## src/hw/rtl/ptl_pkg.sv

```systemverilog
package ptl_pkg;

   // default number of glyphs in the width table
   localparam int GLYPH_COUNT_DEF = 128;

   // character codes with special handling
   localparam logic [7:0] CODE_NEWLINE  = 8'd10;
   localparam logic [7:0] CODE_TAB      = 8'd9;
   localparam logic [7:0] CODE_NO_ADV   = 8'd203;
   localparam logic [7:0] CODE_FIRST    = 8'd32;

   // request modes
   localparam logic [1:0] MODE_LOAD  = 2'd0;
   localparam logic [1:0] MODE_START = 2'd1;
   localparam logic [1:0] MODE_CHAR  = 2'd2;

   // register indexes (paddr bit 2)
   localparam logic REG_LINE_HEIGHT = 1'b0;
   localparam logic REG_TAB_WIDTH   = 1'b1;

   // register reset values
   localparam logic [7:0]  LINE_HEIGHT_RST = 8'd16;
   localparam logic [10:0] TAB_WIDTH_RST   = 11'd64;

   // layout sequencer states
   typedef enum logic [2:0] {
      ST_IDLE   = 3'b001,
      ST_DIV    = 3'b010,
      ST_COMMIT = 3'b100
   } state_type;

   // one result item
   typedef struct packed {
      logic               draw;
      logic signed [15:0] draw_x;
      logic signed [15:0] draw_y;
      logic [6:0]         glyph_number;
      logic [10:0]        advance;
      logic [15:0]        measured_width;
      logic [15:0]        line_count;
   } result_type;

endpackage

```

## src/hw/rtl/ptl_if.sv

```systemverilog
// request channel into the layout block
interface ptl_req_if;
   logic               valid;
   logic               ready;
   logic [1:0]         mode;
   logic [6:0]         glyph_slot;
   logic [7:0]         slot_width;
   logic signed [15:0] start_x;
   logic signed [15:0] start_y;
   logic               render_enable;
   logic [7:0]         char_code;

   modport source (output valid, mode, glyph_slot, slot_width, start_x, start_y,
                   render_enable, char_code, input ready);
   modport sink   (input valid, mode, glyph_slot, slot_width, start_x, start_y,
                   render_enable, char_code, output ready);
endinterface

// result channel out of the layout block
interface ptl_rsp_if;
   logic               valid;
   logic               ready;
   logic               draw;
   logic signed [15:0] draw_x;
   logic signed [15:0] draw_y;
   logic [6:0]         glyph_number;
   logic [10:0]        advance;
   logic [15:0]        measured_width;
   logic [15:0]        line_count;

   modport source (output valid, draw, draw_x, draw_y, glyph_number, advance,
                   measured_width, line_count, input ready);
   modport sink   (input valid, draw, draw_x, draw_y, glyph_number, advance,
                   measured_width, line_count, output ready);
endinterface

```

## src/hw/rtl/ptl_rem.sv

```systemverilog
// Restoring remainder unit: 16-bit dividend by 11-bit divisor, one bit per cycle.
module ptl_rem (
   input  logic        clock,
   input  logic        reset,
   input  logic        start,
   input  logic [15:0] dividend,
   input  logic [10:0] divisor,
   output logic        done,
   output logic [10:0] remainder
);
   logic [15:0] shift_ff, shift_in;
   logic [10:0] rem_ff, rem_in;
   logic [10:0] div_ff, div_in;
   logic [4:0]  count_ff, count_in;
   logic        done_ff, done_in;
   logic [11:0] trial;

   always_comb begin
      trial    = {rem_ff, shift_ff[15]};
      shift_in = shift_ff;
      rem_in   = rem_ff;
      div_in   = div_ff;
      count_in = count_ff;
      done_in  = done_ff;
      if (start) begin
         shift_in = dividend;
         rem_in   = '0;
         div_in   = divisor;
         count_in = 5'd16;
         done_in  = 1'b0;
      end else if (count_ff != 5'd0) begin
         // shift in one dividend bit, subtract when it fits
         if (trial >= {1'b0, div_ff}) begin
            rem_in = 11'(trial - {1'b0, div_ff});
         end else begin
            rem_in = trial[10:0];
         end
         shift_in = {shift_ff[14:0], 1'b0};
         count_in = count_ff - 5'd1;
         if (count_ff == 5'd1) begin
            done_in = 1'b1;
         end
      end
   end

   always_ff @(posedge clock) begin
      if (reset) begin
         count_ff <= '0;
         done_ff  <= 1'b0;
      end else begin
         count_ff <= count_in;
         done_ff  <= done_in;
      end
      shift_ff <= shift_in;
      rem_ff   <= rem_in;
      div_ff   <= div_in;
   end

   assign done      = done_ff;
   assign remainder = rem_ff;
endmodule

```

## src/hw/rtl/proportional_text_layout.sv

```systemverilog
// Proportional text layout engine.
// Requests arrive on req_bus (valid/ready). Mode 0 loads one glyph width into
// the width table, mode 1 starts a string (origin, render flag, clears pen x
// and widest line, sets the line count to one), mode 2 lays out one character
// and yields one result on rsp_bus. Load and start requests yield nothing.
// A character reads the width table at the accepting edge and goes to the commit
// state, which writes the result register. A tab first goes to the divide state
// for 16 bit-serial remainder steps of pen_x mod tab_width, and to the commit
// state once the remainder is done.
// One request is in flight at a time; ready is high while the sequencer is
// idle, also while a finished result waits in the output register. When the
// receiver stalls, the next character completes its work and holds in the
// commit state until the output register is free.
// Reset clears the pen state, sets the line count to one and the registers
// to line_height 16 and tab_width 64. The width table is not cleared: an
// entry must be loaded before a character uses it.
// Registers on the csr_ APB port: line_height at 0x0, tab_width at 0x4.
module proportional_text_layout #(
   parameter int GLYPH_COUNT = ptl_pkg::GLYPH_COUNT_DEF
) (
   input  logic        clock,
   input  logic        reset,
   ptl_req_if.sink     req_bus,
   ptl_rsp_if.source   rsp_bus,
   input  logic        csr_psel,
   input  logic        csr_penable,
   input  logic        csr_pwrite,
   input  logic [2:0]  csr_paddr,
   input  logic [31:0] csr_pwdata,
   output logic [31:0] csr_prdata,
   output logic        csr_pready
);
   import ptl_pkg::*;

   localparam int AW = (GLYPH_COUNT > 1) ? $clog2(GLYPH_COUNT) : 1;
   localparam logic [8:0] GLYPH_LIMIT = 9'(GLYPH_COUNT);

   // width table
   logic [7:0] width_mem [GLYPH_COUNT];
   logic [7:0] rd_data_ff;

   // configuration registers
   logic [7:0]  line_height_ff, line_height_in;
   logic [10:0] tab_width_ff, tab_width_in;

   // layout state
   state_type          state_ff, state_in;
   logic [15:0]        pen_x_ff, pen_x_in;
   logic signed [15:0] pen_y_ff, pen_y_in;
   logic signed [15:0] origin_x_ff, origin_x_in;
   logic [15:0]        widest_ff, widest_in;
   logic [15:0]        lines_ff, lines_in;
   logic               render_ff, render_in;
   logic [7:0]         code_ff, code_in;
   logic               glyph_ok_ff, glyph_ok_in;
   result_type         out_ff, out_in;
   logic               out_valid_ff, out_valid_in;

   // request decode
   logic       accept;
   logic [7:0] req_idx;
   logic [7:0] load_slot;
   logic       load_we;

   // remainder unit
   logic        rem_start;
   logic        rem_done;
   logic [10:0] rem_value;
   logic [10:0] tab_eff;

   // commit datapath
   logic        commit;
   logic [7:0]  idx;
   logic [10:0] adv_raw;
   logic [16:0] pen_sum;
   logic [15:0] pen_next;
   logic [15:0] adv_moved;
   logic [17:0] dx_sum;
   logic [15:0] dx_sat;
   logic [16:0] dy_sum;
   logic [15:0] dy_sat;
   logic [15:0] widest_nl;

   assign accept    = req_bus.valid && req_bus.ready;
   assign req_idx   = 8'(req_bus.char_code - CODE_FIRST);
   assign load_slot = {1'b0, req_bus.glyph_slot};
   assign load_we   = accept && (req_bus.mode == MODE_LOAD)
                      && ({1'b0, load_slot} < GLYPH_LIMIT);
   assign tab_eff   = (tab_width_ff == 11'd0) ? 11'd1 : tab_width_ff;
   assign rem_start = accept && (req_bus.mode == MODE_CHAR)
                      && (req_bus.char_code == CODE_TAB);

   ptl_rem u_rem (
      .clock     (clock),
      .reset     (reset),
      .start     (rem_start),
      .dividend  (pen_x_ff),
      .divisor   (tab_eff),
      .done      (rem_done),
      .remainder (rem_value)
   );

   // width table: write on load, registered read on character acceptance
   always_ff @(posedge clock) begin
      if (load_we) begin
         width_mem[load_slot[AW-1:0]] <= req_bus.slot_width;
      end
      if (accept && (req_bus.mode == MODE_CHAR)) begin
         rd_data_ff <= width_mem[req_idx[AW-1:0]];
      end
   end

   // configuration writes
   always_comb begin
      line_height_in = line_height_ff;
      tab_width_in   = tab_width_ff;
      if (csr_psel && csr_penable && csr_pwrite) begin
         case (csr_paddr[2])
            REG_LINE_HEIGHT: line_height_in = csr_pwdata[7:0];
            REG_TAB_WIDTH:   tab_width_in   = csr_pwdata[10:0];
            default:         ;
         endcase
      end
   end

   // configuration reads
   always_comb begin
      case (csr_paddr[2])
         REG_LINE_HEIGHT: csr_prdata = {24'd0, line_height_ff};
         REG_TAB_WIDTH:   csr_prdata = {21'd0, tab_width_ff};
         default:         csr_prdata = '0;
      endcase
   end
   assign csr_pready = 1'b1;

   // commit arithmetic
   always_comb begin
      idx = 8'(code_ff - CODE_FIRST);
      if (code_ff == CODE_TAB) begin
         adv_raw = 11'(tab_eff - rem_value);
      end else if (glyph_ok_ff && (code_ff != CODE_NO_ADV)) begin
         adv_raw = {3'd0, rd_data_ff};
      end else begin
         adv_raw = '0;
      end
      // pen advance saturates at 65535
      pen_sum   = {1'b0, pen_x_ff} + {6'd0, adv_raw};
      pen_next  = pen_sum[16] ? 16'hFFFF : pen_sum[15:0];
      adv_moved = pen_next - pen_x_ff;
      // draw x from pen before the move, saturated upward
      dx_sum = {{2{origin_x_ff[15]}}, origin_x_ff} + {2'b00, pen_x_ff};
      if (!dx_sum[17] && (dx_sum[16:15] != 2'b00)) begin
         dx_sat = 16'h7FFF;
      end else begin
         dx_sat = dx_sum[15:0];
      end
      // next line top, saturated upward
      dy_sum = {pen_y_ff[15], pen_y_ff} + {9'd0, line_height_ff};
      dy_sat = (dy_sum[16] != dy_sum[15]) ? 16'h7FFF : dy_sum[15:0];
      widest_nl = (pen_x_ff > widest_ff) ? pen_x_ff : widest_ff;
   end

   assign commit = (state_ff == ST_COMMIT) && (!out_valid_ff || rsp_bus.ready);

   // sequencer and layout state update
   always_comb begin
      state_in     = state_ff;
      pen_x_in     = pen_x_ff;
      pen_y_in     = pen_y_ff;
      origin_x_in  = origin_x_ff;
      widest_in    = widest_ff;
      lines_in     = lines_ff;
      render_in    = render_ff;
      code_in      = code_ff;
      glyph_ok_in  = glyph_ok_ff;
      out_in       = out_ff;
      out_valid_in = out_valid_ff;

      if (out_valid_ff && rsp_bus.ready) begin
         out_valid_in = 1'b0;
      end

      case (state_ff)
         ST_IDLE: begin
            if (accept) begin
               case (req_bus.mode)
                  MODE_START: begin
                     origin_x_in = req_bus.start_x;
                     pen_y_in    = req_bus.start_y;
                     render_in   = req_bus.render_enable;
                     pen_x_in    = '0;
                     widest_in   = '0;
                     lines_in    = 16'd1;
                  end
                  MODE_CHAR: begin
                     code_in     = req_bus.char_code;
                     glyph_ok_in = ({1'b0, req_idx} < GLYPH_LIMIT);
                     state_in    = (req_bus.char_code == CODE_TAB) ? ST_DIV : ST_COMMIT;
                  end
                  default: ;
               endcase
            end
         end
         ST_DIV: begin
            if (rem_done) begin
               state_in = ST_COMMIT;
            end
         end
         ST_COMMIT: begin
            if (commit) begin
               out_valid_in = 1'b1;
               state_in     = ST_IDLE;
               if (code_ff == CODE_NEWLINE) begin
                  widest_in = widest_nl;
                  pen_x_in  = '0;
                  pen_y_in  = dy_sat;
                  if (lines_ff != 16'hFFFF) begin
                     lines_in = lines_ff + 16'd1;
                  end
                  out_in.draw           = 1'b0;
                  out_in.draw_x         = origin_x_ff;
                  out_in.draw_y         = dy_sat;
                  out_in.glyph_number   = '0;
                  out_in.advance        = '0;
                  out_in.measured_width = widest_nl;
                  out_in.line_count     = (lines_ff != 16'hFFFF) ? lines_ff + 16'd1
                                                                 : lines_ff;
               end else begin
                  pen_x_in = pen_next;
                  out_in.draw = (code_ff != CODE_TAB) && glyph_ok_ff && render_ff;
                  out_in.draw_x = dx_sat;
                  out_in.draw_y = pen_y_ff;
                  out_in.glyph_number = ((code_ff != CODE_TAB) && glyph_ok_ff)
                                        ? idx[6:0] : 7'd0;
                  out_in.advance        = adv_moved[10:0];
                  out_in.measured_width = (pen_next > widest_ff) ? pen_next : widest_ff;
                  out_in.line_count     = lines_ff;
               end
            end
         end
         default: state_in = ST_IDLE;
      endcase
   end

   always_ff @(posedge clock) begin
      if (reset) begin
         state_ff       <= ST_IDLE;
         line_height_ff <= LINE_HEIGHT_RST;
         tab_width_ff   <= TAB_WIDTH_RST;
         pen_x_ff       <= '0;
         pen_y_ff       <= '0;
         origin_x_ff    <= '0;
         widest_ff      <= '0;
         lines_ff       <= 16'd1;
         render_ff      <= 1'b0;
         out_valid_ff   <= 1'b0;
      end else begin
         state_ff       <= state_in;
         line_height_ff <= line_height_in;
         tab_width_ff   <= tab_width_in;
         pen_x_ff       <= pen_x_in;
         pen_y_ff       <= pen_y_in;
         origin_x_ff    <= origin_x_in;
         widest_ff      <= widest_in;
         lines_ff       <= lines_in;
         render_ff      <= render_in;
         out_valid_ff   <= out_valid_in;
      end
      code_ff     <= code_in;
      glyph_ok_ff <= glyph_ok_in;
      out_ff      <= out_in;
   end

   // channel outputs
   assign req_bus.ready          = (state_ff == ST_IDLE);
   assign rsp_bus.valid          = out_valid_ff;
   assign rsp_bus.draw           = out_ff.draw;
   assign rsp_bus.draw_x         = out_ff.draw_x;
   assign rsp_bus.draw_y         = out_ff.draw_y;
   assign rsp_bus.glyph_number   = out_ff.glyph_number;
   assign rsp_bus.advance        = out_ff.advance;
   assign rsp_bus.measured_width = out_ff.measured_width;
   assign rsp_bus.line_count     = out_ff.line_count;
endmodule

```

## src/flat_wrapper.sv

```systemverilog
// flat-port wrapper written by rule: the top's interface ports become plain ports
module proportional_text_layout_flat import ptl_pkg::*;
#(
   parameter int GLYPH_COUNT = ptl_pkg::GLYPH_COUNT_DEF
)
  (clock, reset, csr_psel, csr_penable, csr_pwrite, csr_paddr, csr_pwdata, csr_prdata, csr_pready, req_bus_valid, req_bus_mode, req_bus_glyph_slot, req_bus_slot_width, req_bus_start_x, req_bus_start_y, req_bus_render_enable, req_bus_char_code, req_bus_ready, rsp_bus_valid, rsp_bus_draw, rsp_bus_draw_x, rsp_bus_draw_y, rsp_bus_glyph_number, rsp_bus_advance, rsp_bus_measured_width, rsp_bus_line_count, rsp_bus_ready);
  ptl_req_if req_bus_i ();
  ptl_rsp_if rsp_bus_i ();
  input  logic clock;
  input  logic reset;
  input  logic csr_psel;
  input  logic csr_penable;
  input  logic csr_pwrite;
  input  logic [2:0] csr_paddr;
  input  logic [31:0] csr_pwdata;
  output logic [31:0] csr_prdata;
  output logic csr_pready;
  input wire logic [$bits(req_bus_i.valid)-1:0] req_bus_valid;
  input wire logic [$bits(req_bus_i.mode)-1:0] req_bus_mode;
  input wire logic [$bits(req_bus_i.glyph_slot)-1:0] req_bus_glyph_slot;
  input wire logic [$bits(req_bus_i.slot_width)-1:0] req_bus_slot_width;
  input wire logic [$bits(req_bus_i.start_x)-1:0] req_bus_start_x;
  input wire logic [$bits(req_bus_i.start_y)-1:0] req_bus_start_y;
  input wire logic [$bits(req_bus_i.render_enable)-1:0] req_bus_render_enable;
  input wire logic [$bits(req_bus_i.char_code)-1:0] req_bus_char_code;
  output wire logic [$bits(req_bus_i.ready)-1:0] req_bus_ready;
  output wire logic [$bits(rsp_bus_i.valid)-1:0] rsp_bus_valid;
  output wire logic [$bits(rsp_bus_i.draw)-1:0] rsp_bus_draw;
  output wire logic [$bits(rsp_bus_i.draw_x)-1:0] rsp_bus_draw_x;
  output wire logic [$bits(rsp_bus_i.draw_y)-1:0] rsp_bus_draw_y;
  output wire logic [$bits(rsp_bus_i.glyph_number)-1:0] rsp_bus_glyph_number;
  output wire logic [$bits(rsp_bus_i.advance)-1:0] rsp_bus_advance;
  output wire logic [$bits(rsp_bus_i.measured_width)-1:0] rsp_bus_measured_width;
  output wire logic [$bits(rsp_bus_i.line_count)-1:0] rsp_bus_line_count;
  input wire logic [$bits(rsp_bus_i.ready)-1:0] rsp_bus_ready;
  assign req_bus_i.valid = req_bus_valid;
  assign req_bus_i.mode = req_bus_mode;
  assign req_bus_i.glyph_slot = req_bus_glyph_slot;
  assign req_bus_i.slot_width = req_bus_slot_width;
  assign req_bus_i.start_x = req_bus_start_x;
  assign req_bus_i.start_y = req_bus_start_y;
  assign req_bus_i.render_enable = req_bus_render_enable;
  assign req_bus_i.char_code = req_bus_char_code;
  assign req_bus_ready = req_bus_i.ready;
  assign rsp_bus_valid = rsp_bus_i.valid;
  assign rsp_bus_draw = rsp_bus_i.draw;
  assign rsp_bus_draw_x = rsp_bus_i.draw_x;
  assign rsp_bus_draw_y = rsp_bus_i.draw_y;
  assign rsp_bus_glyph_number = rsp_bus_i.glyph_number;
  assign rsp_bus_advance = rsp_bus_i.advance;
  assign rsp_bus_measured_width = rsp_bus_i.measured_width;
  assign rsp_bus_line_count = rsp_bus_i.line_count;
  assign rsp_bus_i.ready = rsp_bus_ready;
  proportional_text_layout #(.GLYPH_COUNT(GLYPH_COUNT)) u_core (.clock(clock), .reset(reset), .req_bus(req_bus_i), .rsp_bus(rsp_bus_i), .csr_psel(csr_psel), .csr_penable(csr_penable), .csr_pwrite(csr_pwrite), .csr_paddr(csr_paddr), .csr_pwdata(csr_pwdata), .csr_prdata(csr_prdata), .csr_pready(csr_pready));
endmodule
```

## config.mk

```make
export PLATFORM = sky130hd
export DESIGN_NAME = proportional_text_layout_flat
export DESIGN_NICKNAME = d
export VERILOG_FILES = /design/src/hw/rtl/ptl_pkg.sv /design/src/hw/rtl/ptl_if.sv /design/src/hw/rtl/ptl_rem.sv /design/src/hw/rtl/proportional_text_layout.sv /design/src/flat_wrapper.sv
export SDC_FILE = /design/constraint.sdc
export NUM_CORES = 2
export LEC_CHECK = 0
export ABC_AREA = 1
export CAP_MARGIN = 5
export CORE_UTILIZATION = 45
export DETAILED_ROUTE_END_ITERATION = 8
export DONT_BUFFER_PORTS = 1
export HOLD_SLACK_MARGIN = 0.05
export PLACE_DENSITY = 0.7
export RECOVER_POWER = 25
export SYNTH_ARGS = -nofsm -noshare
export SYNTH_HDL_FRONTEND = slang
export SYNTH_SLANG_ARGS = --single-unit
```

## constraint.sdc

```tcl
create_clock -name clock -period 7.1 [get_ports clock]
set_clock_uncertainty 0.15 [all_clocks]
set_input_delay 1.775 -clock clock [delete_from_list [all_inputs] [get_ports clock]]
set_output_delay 1.775 -clock clock [all_outputs]
set_load 0.1 [all_outputs]
```

==> results.sh <==
export IMPL_track_usage_pct=22.3
export IMPL_async_flop_share_pct=0
export IMPL_cts_buffer_depth=3
export IMPL_layout_min_cycle_time_ps=6480
export IMPL_cts_buffers=135
export IMPL_grt_pass1_wl_um=223000
export IMPL_reg2reg_depth=30
export IMPL_fp_dieArea_um2=129000
export IMPL_io_pins=218
export IMPL_routed_wl_um=147000
export IMPL_start_util_pct=45.5
export IMPL_critical_path_class="reg -> reg"
export IMPL_end_kind="flip-flop"
export IMPL_portBuffers=0
export IMPL_whs_endpoint="u_core.u_rem.done$_SDFFE_PP0P_"
export IMPL_synth_area_leaders="edfxtp_1 (60%), nand2_1 (11%), nand3_1 (9.6%)"
export IMPL_netlist_instances=5647
export IMPL_syn_area_um2=57500
export IMPL_peakVddDrop_v=0.000186
export IMPL_final_hold_violation_count=0
export IMPL_switching_share_pct=25.5
export IMPL_vias_per_cell=5.57
export IMPL_synth_edf_count=1151
export IMPL_dp_hpwl_um=85700
export IMPL_crit_buf_inv=5
export IMPL_r2r_start="u_core.tab_width_ff[3]$_SDFFE_PP0P_"
export IMPL_drive_gt1_share_pct=4.65
export IMPL_hold_start="u_core.u_rem.done$_SDFFE_PP0P_"
export IMPL_grt_max_degree=516
export IMPL_max_freq_ghz=0.154
export IMPL_clk_latency_ps=740
export IMPL_ys_ff_latch=1272
export IMPL_power_internal_w=0.0129
export IMPL_pwr_share_seq_pct=49.8
export IMPL_yosysWarnings=0
export IMPL_yosys_area_top_type_share_pct=60.1
export IMPL_clk_pin_slew_ps=60
export IMPL_crit_arrival_ps=6820
export IMPL_grt_setup_unrepaired="false"
export IMPL_crit_slowest_cell="a21oi_1"
export IMPL_cts_root_buffer="clkbuf_16"
export IMPL_antenna_found_initial=0
export IMPL_drtAntennaViolNets=0
export IMPL_yosysTopAreaCell="edfxtp_1"
export IMPL_total_power_w=0.0174
export IMPL_cts_tree="built"
export IMPL_hold_depth=2
export IMPL_synthFlopType="edfxtp_1"
export IMPL_p_leak_nw=23.3
export IMPL_setup_violations_final=0
export IMPL_tightestPinTransition_ps=2640
export IMPL_fin_crit_sh_pct=91.3
export IMPL_p_sw_w=0.00443
export IMPL_post_cts_setup_buffer_count=0
export IMPL_hold_class="reg -> reg"
export IMPL_global_route_overflow_total=0
export IMPL_required_ps=7430
export IMPL_drt_iter0_drc=4750
export IMPL_cp_start_kind="flip-flop"
export IMPL_core_area_um2=126000
export IMPL_rrSetupSlack_ps=620
export IMPL_final_common_cell="nand2_1"
export IMPL_ctsHtreeMaxLevel=4
export IMPL_crit_path_frequent_cell="nand2_1"
export IMPL_cp_max_fo=10
export IMPL_hold_buffers=0
export IMPL_gp_routability_congestion=0.947
export IMPL_syn_avg_cell_area_um2=10.2
export IMPL_cts_resized_gates=0
export IMPL_combPwrFrac_pct=10.9
export IMPL_layout_common_cells="nand2_1 (1,694), edfxtp_1 (1,151), nand3_1 (1,098)"
export IMPL_drc_errors=0
export IMPL_vias=40400
export IMPL_die_x_um=359
export IMPL_rows=130
export IMPL_dr_pass1_iters=6
export IMPL_clockPowerShare_pct=39.3
export IMPL_slew_headroom_pct=-75.8
export IMPL_nets=5711
export IMPL_failed_checks="max-slew violations"
export IMPL_synth_distinct_cells=57
export IMPL_cts_sinks=1272
export IMPL_grt_pass1_vias=37800
export IMPL_r2r_end="u_core.rsp_bus.measured_width[8]$_DFFE_PP_"
export IMPL_path_delay_family="compound AO/OA/AOI/OAI gates"
export IMPL_status="finished with violations"
export IMPL_final_max_slew_viol_count=424
export IMPL_cap_violations=0
export IMPL_wire_per_inst_um=20.2
export IMPL_area_delta_synth_final_pct=8.51
export IMPL_finalSetupTns_ps=0
export IMPL_ys_seq_area_share_pct=64.4
export IMPL_die_h_um=359
export IMPL_powerDensity_nw_per_um2=279
export IMPL_cpPeakStageDelay_ps=570
synthesized netlist by cell type, types with 5 or more instances:
master       n
buf_6        7
clkbuf_1    72
nand2_2      7
nor3_1      19
ha_1       106
xor2_1      23
buf_4       76
xnor2_1     12
nor2_1     356
dfxtp_1    121
o211ai_1     8
nand4_1     20
buf_2      143
a21oi_1    196
o21ai_0    141
nand3_1   1098
nand3b_1     5
o21ai_1     16
a31oi_1     12
nand2_1   1694
a21o_1       5
fa_1         6
inv_1      251
inv_2        8
edfxtp_1  1151
nand3_2     15
buf_1       25
worst reg2reg max path, delay by kind of cell (launching register included):
family                     cells  cell delay [ps]
AOI/OAI and AO/OA              9             2350
buffers and inverters          5              780
adders and majority gates      4             1330
and+or+nand+nor               12             1150
DFF                            1              450
worst max path at each step:
stage                                                      end  slack [ps]                           startpoint  cells past startpoint
detailed placement  u_core.rsp_bus.measured_width[8]$_DFFE_PP_         750  u_core.tab_width_ff[3]$_SDFFE_PP0P_                     31
global route        u_core.rsp_bus.measured_width[8]$_DFFE_PP_          20  u_core.tab_width_ff[3]$_SDFFE_PP0P_                     31
global placement    u_core.rsp_bus.measured_width[8]$_DFFE_PP_         760  u_core.tab_width_ff[3]$_SDFFE_PP0P_                     28
CTS                 u_core.rsp_bus.measured_width[8]$_DFFE_PP_         710  u_core.tab_width_ff[3]$_SDFFE_PP0P_                     30
finish              u_core.rsp_bus.measured_width[8]$_DFFE_PP_         620  u_core.tab_width_ff[3]$_SDFFE_PP0P_                     30
floorplan                                        csr_prdata[1]        1290                         csr_paddr[2]                      1
routing by layer:
metal | up-vias | track usage [%] | routed length, µm
met2 | 1798 | 36.1 | 69100
met5 | - | 0 | 0
met3 | 240 | 4.14 | 12900
met4 | 0 | 7.25 | 4250
li1 | 19200 | - | -
met1 | 19200 | 30.2 | 60700
power groups by stage:
stage	sequential (W)	combinational [W]	clock, W
3_5_place_dp	0.00881	0.00185	0
3_3_place_gp	0.00880	0.00182	0
2_1_floorplan	0.00877	0.00154	0
4_1_cts	0.00865	0.00186	0.00691
6_report	0.00865	0.00189	0.00683
5_1_grt	0.00866	0.00210	0.00718
registers in the layout, indices dropped and copies added (netlist names), 16 cells and up:
name	count
u_core.rsp_bus.draw_y	16
u_core.pen_y_ff	16
u_core.origin_x_ff	16
u_core.rsp_bus.measured_width	16
u_core.width_mem	1024
u_core.rsp_bus.draw_x	16
u_core.lines_ff	16
u_core.widest_ff	16
u_core.u_rem.shift_ff	16
u_core.rsp_bus.line_count	16
u_core.pen_x_ff	16
final cells by class:
cell class,count,area [µm²]
inverter,263,1010
fill,11100,63900
sequential,1272,37000
antenna,1,2.50
timing repair buffer,18,169
tap,1650,2060
clock buffer,178,3680
multi-input combinational,3809,17800
clock inverter,68,598
logic make-up after synthesis:
group	after synthesis	synth area share, %
simple gates	3245	24.2
compound gates	394	3.59
mux	1	0.0174
fa+ha+maj	112	2.52
other cells	2	0.0131
buf+inv	586	4.73
flops	1272	64.4
xor+xnor	35	0.533
metrics by stage:
step           hold slack (ps)  util (%)  instance area [µm²]  setup slack [ps]  cells
2_1_floorplan              276         -                57500              1290   5667
3_3_place_gp               286      46.0                58100               761   7012
3_5_place_dp               291      46.0                58100               750   7012
4_1_cts                    300      49.4                62400               714   7258
5_1_grt                    320      49.4                62400              24.6   7258
6_report                   302      49.4                62400               618   7259
Note: power is estimated with default switching activity, not from simulation.
